`config.mk`:
```
export PLATFORM = sky130hd
export DESIGN_NAME = sprite_range_evaluator_top
export DESIGN_NICKNAME = d
export VERILOG_FILES = /design/src/rtl/sre_pkg.sv /design/src/rtl/sre_front.sv /design/src/rtl/sre_queue.sv /design/src/rtl/sre_back.sv /design/src/rtl/sprite_range_evaluator_top.sv
export SDC_FILE = /design/constraint.sdc
export NUM_CORES = 1
export LEC_CHECK = 0
export ABC_AREA = 1
export BUFFER_PORTS_ARGS = -buffer_cell sky130_fd_sc_hd__buf_2
export CORE_MARGIN = 3
export CORE_UTILIZATION = 53
export CTS_CLUSTER_DIAMETER = 100
export CTS_CLUSTER_SIZE = 30
export DETAILED_ROUTE_END_ITERATION = 7
export PLACE_DENSITY = 0.74
export SKIP_LAST_GASP = 1
export SLEW_MARGIN = 20
export SYNTH_ARGS = -nofsm -noshare
export SYNTH_HDL_FRONTEND = slang
export SYNTH_SLANG_ARGS = --single-unit
export TNS_END_PERCENT = 100
```
`constraint.sdc`:
```
create_clock -name clk -period 4.9 [get_ports clk]
set_clock_uncertainty 0.2 [all_clocks]
set_input_delay 0.49 -clock clk [delete_from_list [all_inputs] [get_ports clk]]
set_output_delay 0.49 -clock clk [all_outputs]
set_load 0.01 [all_outputs]
```
`src/rtl/sre_pkg.sv`:
```
// sprite range evaluator package: word types, command and register codes,
// and the small/large sprite size table
// no dependencies
package sre_pkg;

    typedef enum logic {
        CMD_START = 1'b0,
        CMD_EVAL  = 1'b1
    } cmd_t;

    typedef enum logic {
        CFG_SIZE_SELECT  = 1'b0,
        CFG_MAX_PER_LINE = 1'b1
    } cfg_index_t;

    localparam int CFG_DATA_W = 6;

    typedef struct packed {
        logic       command;
        logic [7:0] line;
        logic [6:0] obj_index;
        logic [7:0] x_low;
        logic       x_high;
        logic       size_large;
        logic [7:0] y_raw;
        logic [7:0] tile_low;
        logic [7:0] attrib;
    } in_word_t;

    typedef struct packed {
        logic [6:0] sel_index;
        logic [4:0] slot;
        logic [8:0] tile;
        logic [2:0] palette;
        logic [1:0] priority_res;
        logic       hflip;
        logic [5:0] vflip_xor;
        logic [8:0] pos_x;
        logic [5:0] row_in_sprite;
        logic [6:0] width;
        logic [6:0] height;
    } out_word_t;

    // queued word: line start marker or a decoded, range-selected sprite
    typedef struct packed {
        logic      is_start;
        out_word_t word;
    } q_entry_t;

    function automatic logic [6:0] size_width(input logic [2:0] sel, input logic is_large);
        logic [6:0] w;
        begin
            unique case (sel)
                3'd0: w = is_large ? 7'd16 : 7'd8;
                3'd1: w = is_large ? 7'd32 : 7'd8;
                3'd2: w = is_large ? 7'd64 : 7'd8;
                3'd3: w = is_large ? 7'd32 : 7'd16;
                3'd4: w = is_large ? 7'd64 : 7'd16;
                3'd5: w = is_large ? 7'd64 : 7'd32;
                3'd6: w = is_large ? 7'd32 : 7'd16;
                3'd7: w = is_large ? 7'd32 : 7'd16;
                default: w = 7'd8;
            endcase
            return w;
        end
    endfunction

    function automatic logic [6:0] size_height(input logic [2:0] sel, input logic is_large);
        logic [6:0] h;
        begin
            unique case (sel)
                3'd0: h = is_large ? 7'd16 : 7'd8;
                3'd1: h = is_large ? 7'd32 : 7'd8;
                3'd2: h = is_large ? 7'd64 : 7'd8;
                3'd3: h = is_large ? 7'd32 : 7'd16;
                3'd4: h = is_large ? 7'd64 : 7'd16;
                3'd5: h = is_large ? 7'd64 : 7'd32;
                3'd6: h = is_large ? 7'd64 : 7'd32;
                3'd7: h = is_large ? 7'd32 : 7'd32;
                default: h = 7'd8;
            endcase
            return h;
        end
    endfunction

endpackage

```
`src/rtl/sre_front.sv`:
```
// front end: accepts input words, decodes size, row and visibility,
// and pushes line starts and selected sprites into the queue
// depends on sre_pkg
module sre_front
    import sre_pkg::*;
#(
    parameter int TABLE_ENTRIES = 128
)(
    input  logic       in_valid,
    output logic       in_ready,
    input  in_word_t   in_word,
    input  logic [2:0] size_select,
    input  logic       q_full,
    output logic       q_push,
    output q_entry_t   q_data
);

    localparam int          RECIP_SHIFT = 14;
    localparam logic [14:0] RECIP       =
        15'((2 ** RECIP_SHIFT + TABLE_ENTRIES - 1) / TABLE_ENTRIES);

    logic [6:0]  w;
    logic [6:0]  h;
    logic [7:0]  top;
    logic [7:0]  row;
    logic [8:0]  pos;
    logic [9:0]  neg_dist;
    logic        x_vis;
    logic        hit;
    logic        is_start;
    logic [21:0] idx_prod;
    logic [6:0]  idx_quot;
    logic [13:0] idx_back;
    logic [6:0]  rem;

    always_comb
    begin
        w        = size_width(size_select, in_word.size_large);
        h        = size_height(size_select, in_word.size_large);
        top      = in_word.y_raw + 8'd1;
        row      = in_word.line - top;
        pos      = {in_word.x_high, in_word.x_low};
        neg_dist = 10'd512 - {1'b0, pos};
        if (pos == 9'h100)
            x_vis = 1'b1;
        else if (pos[8])
            x_vis = neg_dist < {3'd0, w};
        else
            x_vis = 1'b1;
        hit      = ({1'b0, row} < {2'd0, h}) && x_vis;
        is_start = (in_word.command == CMD_START);

        // index modulo table size by reciprocal multiply
        idx_prod = 22'(in_word.obj_index) * 22'(RECIP);
        idx_quot = idx_prod[RECIP_SHIFT+6:RECIP_SHIFT];
        idx_back = 14'(idx_quot) * 14'(TABLE_ENTRIES);
        rem      = in_word.obj_index - idx_back[6:0];
    end

    assign in_ready = !q_full;
    assign q_push   = in_valid && !q_full && (is_start || hit);

    always_comb
    begin
        q_data                    = '0;
        q_data.is_start           = is_start;
        q_data.word.sel_index     = rem;
        q_data.word.slot          = 5'd0;
        q_data.word.tile          = {in_word.attrib[0], in_word.tile_low};
        q_data.word.palette       = in_word.attrib[3:1];
        q_data.word.priority_res  = in_word.attrib[5:4];
        q_data.word.hflip         = in_word.attrib[6];
        q_data.word.vflip_xor     = in_word.attrib[7] ? 6'(w - 7'd1) : 6'd0;
        q_data.word.pos_x         = pos;
        q_data.word.row_in_sprite = row[5:0];
        q_data.word.width         = w;
        q_data.word.height        = h;
    end

endmodule

```
`src/rtl/sre_queue.sv`:
```
// four-entry word queue between front and back ends
// depends on sre_pkg
module sre_queue
    import sre_pkg::*;
(
    input  logic     clk,
    input  logic     rst_n,
    input  logic     push,
    input  q_entry_t push_data,
    output logic     full,
    input  logic     pop,
    output logic     empty,
    output q_entry_t pop_data
);

    localparam int DEPTH = 4;
    localparam int AW    = $clog2(DEPTH);

    q_entry_t        mem_reg [DEPTH];
    logic [AW-1:0]   wr_ptr_reg;
    logic [AW-1:0]   wr_ptr_next;
    logic [AW-1:0]   rd_ptr_reg;
    logic [AW-1:0]   rd_ptr_next;
    logic [AW:0]     count_reg;
    logic [AW:0]     count_next;

    assign full     = (count_reg == (AW+1)'(DEPTH));
    assign empty    = (count_reg == '0);
    assign pop_data = mem_reg[rd_ptr_reg];

    always_comb
    begin
        wr_ptr_next = push ? wr_ptr_reg + 1'b1 : wr_ptr_reg;
        rd_ptr_next = pop ? rd_ptr_reg + 1'b1 : rd_ptr_reg;
        count_next  = count_reg;
        if (push && !pop)
            count_next = count_reg + 1'b1;
        else if (pop && !push)
            count_next = count_reg - 1'b1;
    end

    always_ff @(posedge clk)
    begin
        if (push)
            mem_reg[wr_ptr_reg] <= push_data;
    end

    always_ff @(posedge clk or negedge rst_n)
    begin
        if (!rst_n)
        begin
            wr_ptr_reg <= '0;
            rd_ptr_reg <= '0;
            count_reg  <= '0;
        end
        else
        begin
            wr_ptr_reg <= wr_ptr_next;
            rd_ptr_reg <= rd_ptr_next;
            count_reg  <= count_next;
        end
    end

endmodule

```
`src/rtl/sre_back.sv`:
```
// back end: per-line selection count and limit, slot assignment,
// and the output register
// depends on sre_pkg
module sre_back
    import sre_pkg::*;
#(
    parameter int MAX_LIST = 32
)(
    input  logic       clk,
    input  logic       rst_n,
    input  logic [5:0] max_per_line,
    input  logic       q_empty,
    input  q_entry_t   q_data,
    output logic       q_pop,
    output logic       out_valid,
    input  logic       out_ready,
    output out_word_t  out_word
);

    localparam int CW = $clog2(MAX_LIST + 1);

    logic [CW-1:0] count_reg;
    logic [CW-1:0] count_next;
    logic          full_reg;
    logic          full_next;
    logic          out_valid_reg;
    logic          out_valid_next;
    out_word_t     out_word_reg;
    out_word_t     out_word_next;
    logic [6:0]    limit;
    logic [6:0]    count_inc;
    logic          take;

    always_comb
    begin
        limit = (max_per_line == 6'd0) ? 7'd1 : {1'b0, max_per_line};
        if (limit > 7'(MAX_LIST))
            limit = 7'(MAX_LIST);
        count_inc = 7'(count_reg) + 7'd1;

        q_pop = !q_empty && (q_data.is_start || full_reg || !out_valid_reg || out_ready);
        take  = q_pop && !q_data.is_start && !full_reg;

        count_next     = count_reg;
        full_next      = full_reg;
        out_valid_next = out_valid_reg && !out_ready;
        out_word_next  = out_word_reg;

        if (q_pop && q_data.is_start)
        begin
            count_next = '0;
            full_next  = 1'b0;
        end
        else if (take)
        begin
            out_valid_next     = 1'b1;
            out_word_next      = q_data.word;
            out_word_next.slot = 5'(count_reg);
            count_next         = CW'(count_inc);
            full_next          = (count_inc >= limit);
        end
    end

    assign out_valid = out_valid_reg;
    assign out_word  = out_word_reg;

    always_ff @(posedge clk)
    begin
        out_word_reg <= out_word_next;
    end

    always_ff @(posedge clk or negedge rst_n)
    begin
        if (!rst_n)
        begin
            count_reg     <= '0;
            full_reg      <= 1'b0;
            out_valid_reg <= 1'b0;
        end
        else
        begin
            count_reg     <= count_next;
            full_reg      <= full_next;
            out_valid_reg <= out_valid_next;
        end
    end

endmodule

```
`src/rtl/sprite_range_evaluator_top.sv`:
```
// Sprite range evaluator. One word is accepted per clock while the queue is
// not full: a line start clears the per-line selection count, an evaluate
// word decodes one raw sprite attribute entry and passes it on if the
// scanline falls within its rows and it is horizontally visible. Words that
// miss leave the front end in the cycle they arrive; line starts and hits
// go through a four-entry queue to the back end, which assigns list slots,
// drops sprites once the line limit is reached and holds each result in an
// output register. The sustained rate is one word per cycle when the output
// side keeps up; the queue and output register absorb short output stalls.
// A hit passes the queue, then the output register. Configuration writes
// take effect on the next cycle and are meant for idle periods.
// depends on sre_pkg, sre_front, sre_queue, sre_back
module sprite_range_evaluator_top
    import sre_pkg::*;
#(
    parameter int MAX_LIST      = 32,
    parameter int TABLE_ENTRIES = 128
)(
    input  logic                  clk,
    input  logic                  rst_n,
    input  logic                  in_valid,
    output logic                  in_ready,
    input  in_word_t              in_word,
    output logic                  out_valid,
    input  logic                  out_ready,
    output out_word_t             out_word,
    input  logic                  cfg_we,
    input  logic                  cfg_index,
    input  logic [CFG_DATA_W-1:0] cfg_data
);

    logic [2:0] size_select_reg;
    logic [5:0] max_per_line_reg;
    logic       q_push;
    logic       q_pop;
    logic       q_full;
    logic       q_empty;
    q_entry_t   q_in;
    q_entry_t   q_out;

    always_ff @(posedge clk or negedge rst_n)
    begin
        if (!rst_n)
        begin
            size_select_reg  <= 3'd0;
            max_per_line_reg <= 6'd32;
        end
        else if (cfg_we)
        begin
            unique case (cfg_index_t'(cfg_index))
                CFG_SIZE_SELECT:  size_select_reg  <= cfg_data[2:0];
                CFG_MAX_PER_LINE: max_per_line_reg <= cfg_data[5:0];
                default:          size_select_reg  <= size_select_reg;
            endcase
        end
    end

    sre_front #(
        .TABLE_ENTRIES (TABLE_ENTRIES)
    ) u_front (
        .in_valid    (in_valid),
        .in_ready    (in_ready),
        .in_word     (in_word),
        .size_select (size_select_reg),
        .q_full      (q_full),
        .q_push      (q_push),
        .q_data      (q_in)
    );

    sre_queue u_queue (
        .clk       (clk),
        .rst_n     (rst_n),
        .push      (q_push),
        .push_data (q_in),
        .full      (q_full),
        .pop       (q_pop),
        .empty     (q_empty),
        .pop_data  (q_out)
    );

    sre_back #(
        .MAX_LIST (MAX_LIST)
    ) u_back (
        .clk          (clk),
        .rst_n        (rst_n),
        .max_per_line (max_per_line_reg),
        .q_empty      (q_empty),
        .q_data       (q_out),
        .q_pop        (q_pop),
        .out_valid    (out_valid),
        .out_ready    (out_ready),
        .out_word     (out_word)
    );

endmodule
```
==> results of run 1 <==
-- path summary, 6_finish.rpt --
kind                                                          end  slack, ps  cells past startpoint
worst max-delay path             u_queue.count_reg[2]$_DFFE_PN0P_       1150                     20
worst min register to register      u_back.out_word[54]$_DFFE_PP_        270                      0
min in group asynchronous         max_per_line_reg[4]$_DFFE_PN0P_        330                      2
max in group asynchronous       u_queue.rd_ptr_reg[0]$_DFFE_PN0P_       3760                      2
worst min-delay path             u_queue.mem_reg[2][49]$_DFFE_PP_         20                      1
worst max register to register   u_queue.count_reg[2]$_DFFE_PN0P_       1150                     20
-- what timing repair did --
action	in CTS	in global routing
setup buffers	0	0
gates resized for setup	0	0
endpoints found under the hold margin	23	0
hold buffers	1	0
-- layout by cell type, fill, tap and decap left out, types with 5 or more instances in the layout --
cell / count
ha_1: 27
edfxtp_1: 254
dfrtp_1: 21
xor2_1: 7
o22ai_1: 50
conb_1: 6
nand2_2: 6
buf_4: 12
nand2_1: 71
nor2_4: 5
inv_1: 72
nand3_1: 20
buf_2: 119
inv_2: 6
a21oi_1: 18
nor2_1: 127
o21ai_0: 113
clkbuf_16: 13
-- final cells by class --
cell class,instances,area share
clock inverters,2,0.00200
well taps,270,0.0270
repair buffers,133,0.0573
clock buffers,15,0.0274
multi-input cells,473,0.203
inverters,78,0.0234
flip-flops and latches,278,0.659
-- logic make-up after synthesis --
| group | count (synthesis) | share of synthesized area |
|---|---|---|
| buffers and inverters | 120 | 0.0445 |
| xor gates and xnor gates | 10 | 0.00781 |
| muxes | 2 | 0.00201 |
| DFF | 278 | 0.733 |
| AOI/OAI and AO/OA | 190 | 0.0934 |
| and+or+nand+nor | 236 | 0.0849 |
| other | 1 | 0.000334 |
| adders and majority gates | 29 | 0.0337 |
-- per-layer routing --
layer  global-route usage  routed length (um)
met1                0.268                9600
met2                0.325               10900
met3               0.0217                1190
met4               0.0368                 267
met5                    0                   0
-- power breakdown --
group	internal (uW)	total (uW)	switching [uW]
registers	3310	3540	233
clock network	513	1190	676
logic	679	2170	1490
total	4500	6900	2400
-- through the flow --
stage                     setup slack (ps)  total power, uW   util  instances
after detailed placement               866             5790  0.591       1231
after CTS                             1120             6960  0.609       1249
after floorplan                       -188             4980      -        871
after global placement                 963             5700  0.591       1231
after global routing                   840             7330  0.609       1249
final                                 1150             6900  0.609       1249
-- worst max-delay path, delay by kind of cell (launching register included) --
kind | cells | cell delay [ps]
AO/OA/AOI/OAI | 5 | 610
XOR/XNOR | 1 | 150
adder cells (fa/ha/maj) | 3 | 840
buffers and inverters | 6 | 520
flip-flops | 1 | 470
AND/OR/NAND/NOR | 5 | 850
==> impl_metrics.yaml, run 1 <==
route:
  detail-route-antenna-nets: 0
  drc_errors: 0
  vias: 6843
  wl_per_cell_um: 17.6
  drt_iter0_markers: 546
  drt_wl_total_mm: 21.9
  vias_per_cell: 5.48
  drtPass1Iterations: 5
clocking:
  cts.clk_slew.worst_paths_ps: 110
  insertion_delay_ps: 480
  cts_sinks: 278
  max-clock-path-buffers: 3
  cts_max_level: 1
  cts_tree: "yes"
  cts_root_buf: "clkbuf_16"
  cts_inserted_buffers: 13
power:
  power.density_nw_per_um2: 553
  ir_drop_mv: 0.342
  p_leak_uw: 0.00479
setup_path:
  path_max_fanout: 7
  cp-startpoint: "size_select_reg[2]$_DFFE_PN0P_"
  critical_path_class: "flop to flop"
  slowest_stage: "nor3_1"
  arrival_ps: 3910
  cp_cell_sequence: "inv_1 -> nor2_1 -> inv_1 -> a21oi_1 -> nor3_1 -> inv_1 -> ha_1 -> a21oi_1 -> o211ai_1 -> inv_1 -> nand3_1 -> nand2_2 -> nand2_4 -> inv_2 -> ha_1 -> inv_1 -> fa_1 -> a21oi_1 -> o21ai_0 -> xor2_1"
  startpoint_type: "flop"
  slowest_delay_ps: 490
  rr_startpoint: "size_select_reg[2]$_DFFE_PN0P_"
  cp-end-kind: "flop"
  critPathMostFrequentCell: "inv_1"
  required_ps: 5070
sta:
  final.setup.tns_ps: 0
  finalCriticalPeriod_ps: 3750
  max_freq_mhz: 267
  timing.hold.ws_ps: 23.3
  slew_headroom: 0.387
  period_share: 0.764
  report.final.hold_viol_count: 0
  rsz0062_at_grt: "false"
  final-max-slew-violation-count: 0
  tightestPinTransition_ps: 919
  setup_viol: 0
logic_synthesis:
  synth.distinct_cells: 33
  yosys-top-cells-area: "edfxtp_1 68%, dfrtp_1 5.1%, o21ai_0 5.0%"
  synthCells: 866
  yosysWarnings: 0
  yosysTopAreaCellShare: 0.680
  synthFlopType: "edfxtp_1"
  synthTopCellsByCount: "254 x edfxtp_1, 131 x nor2_1, 113 x o21ai_0, 74 x inv_1, 71 x nand2_1"
  synth_top_area_cell: "edfxtp_1"
  synth_seq_area_share: 0.733
  yosysMostFrequentCell: "edfxtp_1"
  synth_edf_count: 254
  synthArstFlopShare: 0.0863
  avgSynthCellArea_sq_um: 13.0
  synth_area_sq_um: 11200
  synth_seq_cells: 278
placed_design:
  dp_hpwl_mm: 13.2
  placed_cell_area_sq_um: 12100
  io_buffers: 119
  gp_congestion: 0.787
cells_and_area:
  seqCellArea_sq_um: 8230
  fillCellCount: 1625
  nNetsFinal: 1068
  antenna_cells: 0
  syn2layout_area_growth_pct: 11.3
  final_layout_size_suffix_gt1_frac: 0.180
  final_area_sq_um: 12500
  largest_reg_flops: 200
  multi_input_area_sq_um: 2540
floorplanning:
  io_pins: 126
  floorplan.initialDensity: 0.547
  die_x_um: 152
  die_h_um: 152
  dieArea_sq_um: 23000
  rows: 52
  core-area_sq_um: 20500
global_route:
  grt_first_pass_wirelength_mm: 34.2
  grt_max_degree: 93
  track_usage: 0.190
  grt_pass1_vias: 6509
  antenna_found_initial: 0
  globalRouteOverflowTotal: 0
hold_path:
  min_from: "in_word[0]"
  hold_path.class: "primary input to flop"
flow_run:
  max-cap-violations: 0
status:
  status: "completed"
No activity file was read; power rests on OpenSTA's default activity.
==> run 2: changes to the inputs <==
- clock period: 4.9 -> 3.2 ns (I/O delays scaled with it)
==> run 2 against run 1 <==
Core utilization is 4.8 points higher. Sequential cell count stayed put. Final cell count is 6.2% higher. Count of clock-buffer cells in the layout is 2 lower. Critical path type unchanged.
==> impl_metrics.yaml, run 2 (synthesis gave the netlist of run 1 again) <==
route:
  drt_iter0_markers: 479
  vias_per_cell: 5.25
  wl_per_cell_um: 16.2
  vias: 6967
  drtPass1Iterations: 4
  drc_errors: 0
  detail-route-antenna-nets: 0
  drt_wl_total_mm: 21.4
setup_path:
  path_buf_inv: 7
  reg2reg_slack_ps: 50
  critical_path_class: "flop to flop"
  slowest_stage: "dfrtp_1"
  path_max_fanout: 6
  arrival_ps: 3340
  cp-end-kind: "flop"
  required_ps: 3390
  slowest_delay_ps: 410
  cp_cell_sequence: "buf_4 -> o21ai_1 -> inv_1 -> nor2_2 -> buf_6 -> inv_1 -> ha_1 -> inv_1 -> nand2_1 -> a21oi_2 -> nand2_2 -> nand2_4 -> nand3_4 -> nand2_4 -> nand2_4 -> inv_4 -> ha_4 -> inv_2 -> fa_2 -> a21oi_2 -> o21ai_1 -> xor2_1"
  cpLargestDelayFamily: "adder cells"
  startpoint_type: "flop"
power:
  power.density_nw_per_um2: 794
  ir_drop_mv: 0.490
  p_leak_uw: 0.00517
placed_design:
  dp_slack_ps: -327
  placed_cells: 1261
  io_buffers: 119
  dp_hpwl_mm: 13.2
  gp_congestion: 0.766
global_route:
  antenna_found_initial: 0
  globalRouteOverflowTotal: 0
  grt_max_degree: 79
  grt_first_pass_wirelength_mm: 33.3
  grt_pass1_vias: 6693
  track_usage: 0.185
sta:
  finalCriticalPeriod_ps: 3150
  setup_viol: 0
  max_freq_mhz: 317
  period_share: 0.985
  slew_headroom: 0.494
  rsz0062_at_grt: "true"
  tightestPinTransition_ps: 758
  report.final.hold_viol_count: 0
  final-max-slew-violation-count: 0
  timing.final.ws_setup_ps: 49.5
cells_and_area:
  nNetsFinal: 1145
  final_layout_size_suffix_gt1_frac: 0.235
  seqCellArea_sq_um: 8240
  multi_input_area_sq_um: 2730
  syn2layout_area_growth_pct: 20.0
  largest_reg_flops: 200
  antenna_cells: 0
  post-route-util: 0.657
  layout_common_cells: "254 x edfxtp_1, 120 x nor2_1, 118 x buf_2"
  final_common_cell: "edfxtp_1"
  fillCellCount: 1501
  final_cells: 1326
clocking:
  cts_root_buf: "clkbuf_16"
  cts_max_level: 1
  cts_sinks: 278
  cts_inserted_buffers: 13
  cts.clk_slew.worst_paths_ps: 100
  insertion_delay_ps: 500
  cts_tree: "yes"
  max-clock-path-buffers: 3
floorplanning:
  core-area_sq_um: 20500
  die_x_um: 152
  floorplan.initialDensity: 0.547
  rows: 52
  die_h_um: 152
  io_pins: 126
  dieArea_sq_um: 23000
hold_path:
  hold_path.class: "primary input to flop"
status:
  status: "completed"
flow_run:
  max-cap-violations: 0
==> run 2: cell count changes in the layout (fill, tap and decap cells not counted), sizes merged <==
| cell | previous run | this run |
|---|---|---|
| clkinv | 1 | 2 |
| dlymetal6s4s | 0 | 1 |
| clkbuf | 15 | 13 |
| buf | 132 | 165 |
| clkinvlp | 0 | 1 |
| dlygate4sd3 | 1 | 44 |
==> run 2: path summary, 6_finish.rpt <==
| check | end | cells after the start | startpoint |
|---|---|---|---|
| max | u_queue.count_reg[2]$_DFFE_PN0P_ | 22 | size_select_reg[2]$_DFFE_PN0P_ |
| min | u_queue.mem_reg[0][14]$_DFFE_PP_ | 2 | in_word[41] |
| max reg2reg | u_queue.count_reg[2]$_DFFE_PN0P_ | 22 | size_select_reg[2]$_DFFE_PN0P_ |
| min reg2reg | u_back.out_word[54]$_DFFE_PP_ | 0 | u_back.count_reg[4]$_DFFE_PN0P_ |
| max in group asynchronous | u_queue.rd_ptr_reg[0]$_DFFE_PN0P_ | 2 | rst_n |
| min in group asynchronous | u_back.count_reg[5]$_DFFE_PN0P_ | 2 | rst_n |
==> run 2: timing repair <==
action                     CTS  global route
gates resized for setup      5            35
hold endpoints to repair   167             0
setup endpoints to repair   22           202
setup buffers                1             3
hold buffers                45             0
pin swaps                    3            14
==> run 2: stage by stage <==
step	cell area [sq um]	setup TNS [ps]	power (uW)	hold slack [ps]
3_3_place_gp	12500	-29050	8780	137
4_1_cts	13300	0	10700	2.82
5_1_grt	13500	-148	11400	24.7
2_1_floorplan	11400	-51720	7650	-176
6_report	13500	0	10700	19.0
3_5_place_dp	12500	-38660	8900	144
==> run 2: power breakdown <==
| group | switching (uW) | internal [uW] |
|---|---|---|
| combinational | 2320 | 1210 |
| sequential | 301 | 5060 |
| clock | 1030 | 762 |
| total | 3660 | 7040 |
==> run 2: per-layer routing <==
| metal | global-route usage | wire, um |
|---|---|---|
| met3 | 0.0208 | 1040 |
| met2 | 0.317 | 10700 |
| met5 | 0 | 0 |
| met1 | 0.252 | 9250 |
| met4 | 0.0539 | 450 |
==> run 2: area by class of cell <==
cell class,instances,share of cell area
Clock inverter,4,0.00260
Sequential cell,278,0.611
Inverter,78,0.0233
Timing Repair Buffer,210,0.110
Multi-Input combinational cell,473,0.203
Tap cell,270,0.0251
Clock buffer,13,0.0242
